$ cat config.mk
export PLATFORM = sky130hd
export DESIGN_NAME = skct_cell
export DESIGN_NICKNAME = d
export VERILOG_FILES = /design/src/hdl/skct_pkg.sv /design/src/hdl/skct_cell.sv
export SDC_FILE = /design/constraint.sdc
export NUM_CORES = 1
export LEC_CHECK = 0
export BUFFER_PORTS_ARGS = -buffer_cell sky130_fd_sc_hd__buf_2
export CORE_MARGIN = 1.5
export CORE_UTILIZATION = 40
export CTS_CLUSTER_SIZE = 28
export DETAILED_ROUTE_END_ITERATION = 12
export PLACE_DENSITY = 0.67
export RECOVER_POWER = 50
export SLEW_MARGIN = 10
export SYNTH_ARGS = -nofsm -noshare
export SYNTH_HDL_FRONTEND = slang
export SYNTH_SLANG_ARGS = --single-unit
export TNS_END_PERCENT = 20
$ cat constraint.sdc
create_clock -name i_clk -period 8.55 [get_ports i_clk]
set_clock_uncertainty 0.1 [all_clocks]
set_input_delay 0.4275 -clock i_clk [delete_from_list [all_inputs] [get_ports i_clk]]
set_output_delay 0.4275 -clock i_clk [all_outputs]
set_load 0.01 [all_outputs]
$ cat src/hdl/skct_pkg.sv
package skct_pkg;

    localparam int MODE_W        = 2;
    localparam int KEY_FIELD_W   = 64;
    localparam int INDEX_W       = 6;
    localparam int COUNT_FIELD_W = 32;
    localparam int LENGTH_W      = 7;

    // Input tdata: key, index, zero padding to whole bytes.
    localparam int IN_TDATA_W  = 72;
    // Output tdata: hit, count, entry_key, length, full_res, zero padding.
    localparam int OUT_TDATA_W = 112;

    typedef enum logic [MODE_W-1:0] {
        MODE_ADD   = 2'd0,
        MODE_READ  = 2'd1,
        MODE_CLEAR = 2'd2
    } t_mode;

    // Compare-phase control broadcast to every cell.
    typedef struct packed {
        logic                 en;
        logic                 is_read;
        logic [INDEX_W-1:0]   index;
    } t_cmp;

    // Update-phase control broadcast to every cell.
    typedef struct packed {
        logic ins;
        logic inc;
    } t_upd;

endpackage

$ cat src/hdl/skct_cell.sv
module skct_cell #(
    parameter int KEY_W      = 64,
    parameter int COUNT_BITS = 32,
    parameter int IDX        = 0
) (
    input  logic                   i_clk,
    input  skct_pkg::t_cmp         i_cmp,
    input  skct_pkg::t_upd         i_upd,
    input  logic                   i_valid,
    input  logic [KEY_W-1:0]       i_key,
    input  logic [KEY_W-1:0]       i_prev_key,
    input  logic [COUNT_BITS-1:0]  i_prev_count,
    input  logic                   i_prev_gt,
    output logic [KEY_W-1:0]       o_key,
    output logic [COUNT_BITS-1:0]  o_count,
    output logic                   o_gt,
    output logic                   o_eq
);
    import skct_pkg::*;

    logic [KEY_W-1:0]      r_key;
    logic [COUNT_BITS-1:0] r_count;
    logic                  r_gt;
    logic                  r_eq;
    logic                  w_idx_match;

    assign w_idx_match = (32'(IDX) == 32'(i_cmp.index));

    always_ff @(posedge i_clk) begin
        if (i_cmp.en) begin
            r_gt <= i_valid && !i_cmp.is_read && (r_key > i_key);
            r_eq <= i_valid && (i_cmp.is_read ? w_idx_match : (r_key == i_key));
        end
        if (i_upd.inc && r_eq && (r_count != {COUNT_BITS{1'b1}})) begin
            r_count <= r_count + COUNT_BITS'(1);
        end
        // Cells at or after the insert point take the new key or their neighbor's entry.
        if (i_upd.ins && !r_gt) begin
            if (i_prev_gt) begin
                r_key   <= i_key;
                r_count <= COUNT_BITS'(1);
            end else begin
                r_key   <= i_prev_key;
                r_count <= i_prev_count;
            end
        end
    end

    assign o_key   = r_key;
    assign o_count = r_count;
    assign o_gt    = r_gt;
    assign o_eq    = r_eq;

endmodule

==> metrics.txt <==
status complete, but fails checks; failing checks capacitance limit, slew limit; worst setup path class register to register; Hold Vio Cnt, Final 0; Tot GR Track Use about 20%; DP Wirelength between 10000 and 15000 um; FP Rows 45; min Tclk post-route 4.21 ns; number of global-route vias before repair around 5k; n_diodes 0; layout cell share with drive strength beyond 1 between 30% and 40%; port bufs 270; Critical Path RT ~8.5 ns; met1 WL ~7000 um; Routed wire per std cell roughly 16 um; IO Count roughly 270; cts repair resizes 0; Final Util between 50% and 60%; die height 129 um; largest net degree at the start of global routing 73; combinational fraction of design power 19.8%; Synth Flop Type edfxtp_1; # H-tree levels 3; Slew Limit Fails approximately 130; TritonRoute pass-1 iters 5; Initial Util about two fifths; met2 WL between 7000 and 8000 um; Max Cap Violations 2; Max VDD drop 0.000112 V; register area share after synthesis between 40% and 50%; Core Area between 15000 and 20000 sq um; CTS tree done; vias 5188; final RePlAce weighted congestion ~0.8; top post-synthesis cells by area edfxtp_1 (46%), ha_1 (13%), mux2_2 (11%), inv_1 (4.3%), nand3_1 (3.9%); most common cell in the netlist edfxtp_1; Worst Setup End Kind register; Post-Synthesis Cells about 570; P_int 0.891 mW; Residual DRC 0; worst r2r path cells 4; final setup violation count 0; CTS Sinks between 90 and 100; die area between 15000 and 20000 sq um; vias per inst 4.93; max frequency between 0.2 and 0.25 GHz; highest metal used met4; Nets 1075; global route overflow 0; HP Class input pin to register; clock slew at reported path FFs roughly 0.070 ns; initial antenna violation count 0; setup ws final 4.34 ns; #FFs+latches synth about 100; Die Span X roughly 130 um; Worst R2R Setup Slack between 4 and 5 ns; crit share post-route between 40% and 50%; YS warnings 0; Final Power between 1 and 1.5 mW; Synth cell types 46; Place WS about 5.7 ns; slew margin rel. -115%; Final ANT Viol Nets 0; worst-skew pair later-pin latency between 0.3 and 0.4 ns; Synthesized Nets slightly above 800; first-pass GRT wire length 25500 um; met3 wire length 1350 um; crit path DAT between 4 and 5 ns; async set-reset flop share out of synthesis 0%; drt first-iter violations 278; RSZ-0062 raised after global routing false; post-synthesis cell area approximately 6400 sq um; Max Fanout on Critical Path 72; Max clock buf depth 2; clk root buf clkbuf_16; Clock Power Share between 30% and 40%; Post-synth top cells edfxtp_1 (98), inv_1 (72), ha_1 (65), mux2_2 (64), nand3_1 (49); Syn Area/Cell approximately 11 sq um; Critical path origin o_gt; total wire length 16600 um; leading area contributor after synthesis edfxtp_1; FF-to-FF Start o_gt; reg2reg end o_count[28]; Synth-to-Final Area Change 26.7%; post-synth top area share between 40% and 50%; number of flops mapped to enable cells by yosys just under 100; CTS Buf Count 9; sequential power share around half; Setup crit start kind register; PwrDens 154 nW/um^2; Setup crit end o_count[28]; switching pwr 0.348 mW; Switching Fraction between 20% and 30%; number of setup buffers added after CTS 0; hold buffers post-CTS 0; cell leakage power 3.41 nW; setup_tns 0 ns; Worst-Margin Slew around 3.2 ns
[flip-flops by register name (all words and copies together), names as in the netlist]
| signal | flops |
|---|---|
| o_count | 32 |
| o_eq | 1 |
| o_key | 64 |
| o_gt | 1 |
[layer usage]
metal	up-vias	track usage [%]
met4	0	6.41
li1	2625	-
met5	-	0
met3	23	6.65
met2	194	33.9
met1	2346	24.1
[cell type report]
| cell class | instances | area, sq um |
|---|---|---|
| Sequential cell | 98 | 2940 |
| Inverter | 72 | 270 |
| Tap cell | 211 | 264 |
| Multi-Input combinational cell | 383 | 3070 |
| Fill cell | 1465 | 7320 |
| Clock inverter | 5 | 31.3 |
| Timing Repair Buffer | 273 | 1240 |
| Clock buffer | 11 | 233 |
[worst min path at each step]
| stage | start | end | slack (ns) | cells past startpoint |
|---|---|---|---|---|
| final | i_cmp[7] | o_gt | 0.23 | 1 |
| after global routing | i_cmp[7] | o_gt | 0.25 | 1 |
| after CTS | i_cmp[7] | o_gt | 0.19 | 1 |
| after detailed placement | i_cmp[7] | o_gt | 0.56 | 1 |
| after global placement | o_count[0] | o_count[0] | 0.52 | 1 |
| after floorplan | i_cmp[7] | o_eq | 0.44 | 0 |
[layout by cell type, fill, tap and decap left out, drive strengths merged, types with 14 or more instances in the layout]
master	count
o21ai	39
nor2	15
mux2	64
a21oi	28
nand3	50
xor2	14
clkbuf	113
xnor2	15
inv	72
ha	65
edfxtp	98
nand2	25
nand4	17
buf	171
[kinds of logic (layout without fill, tap and decap cells)]
kind of cell,Yosys count,after routing,share of synthesized area (%)
flops,98,98,46.3
xor+xnor,29,29,4.00
fa+ha+maj,65,65,12.8
simple gates,138,138,12.1
buf+inv,91,361,5.50
compound gates,86,86,7.76
mux,65,65,11.5
[critical path, stage by stage, from the launching register on]
cell	delay, ns
edfxtp_1	0.46
nor2b_4	0.12
clkbuf_1	2.14
buf_4	0.87
o21ai_0	0.20
[metrics by stage]
stage	instances	cell area, sq um	hold WS [ns]
floorplan	572	6350	0.440
global placement	1037	7920	0.520
detailed placement	1037	7920	0.556
CTS	1053	8180	0.186
global route	1053	8050	0.252
finish	1053	8050	0.234
[power by group through the flow]
stage,Combinational [mW],Sequential [mW],Clock [mW]
floorplan,0.126,0.634,0
global placement,0.252,0.619,0
detailed placement,0.255,0.621,0
CTS,0.256,0.610,0.391
global route,0.278,0.617,0.407
finish,0.245,0.612,0.381
Power figures use the tool's default switching activity.
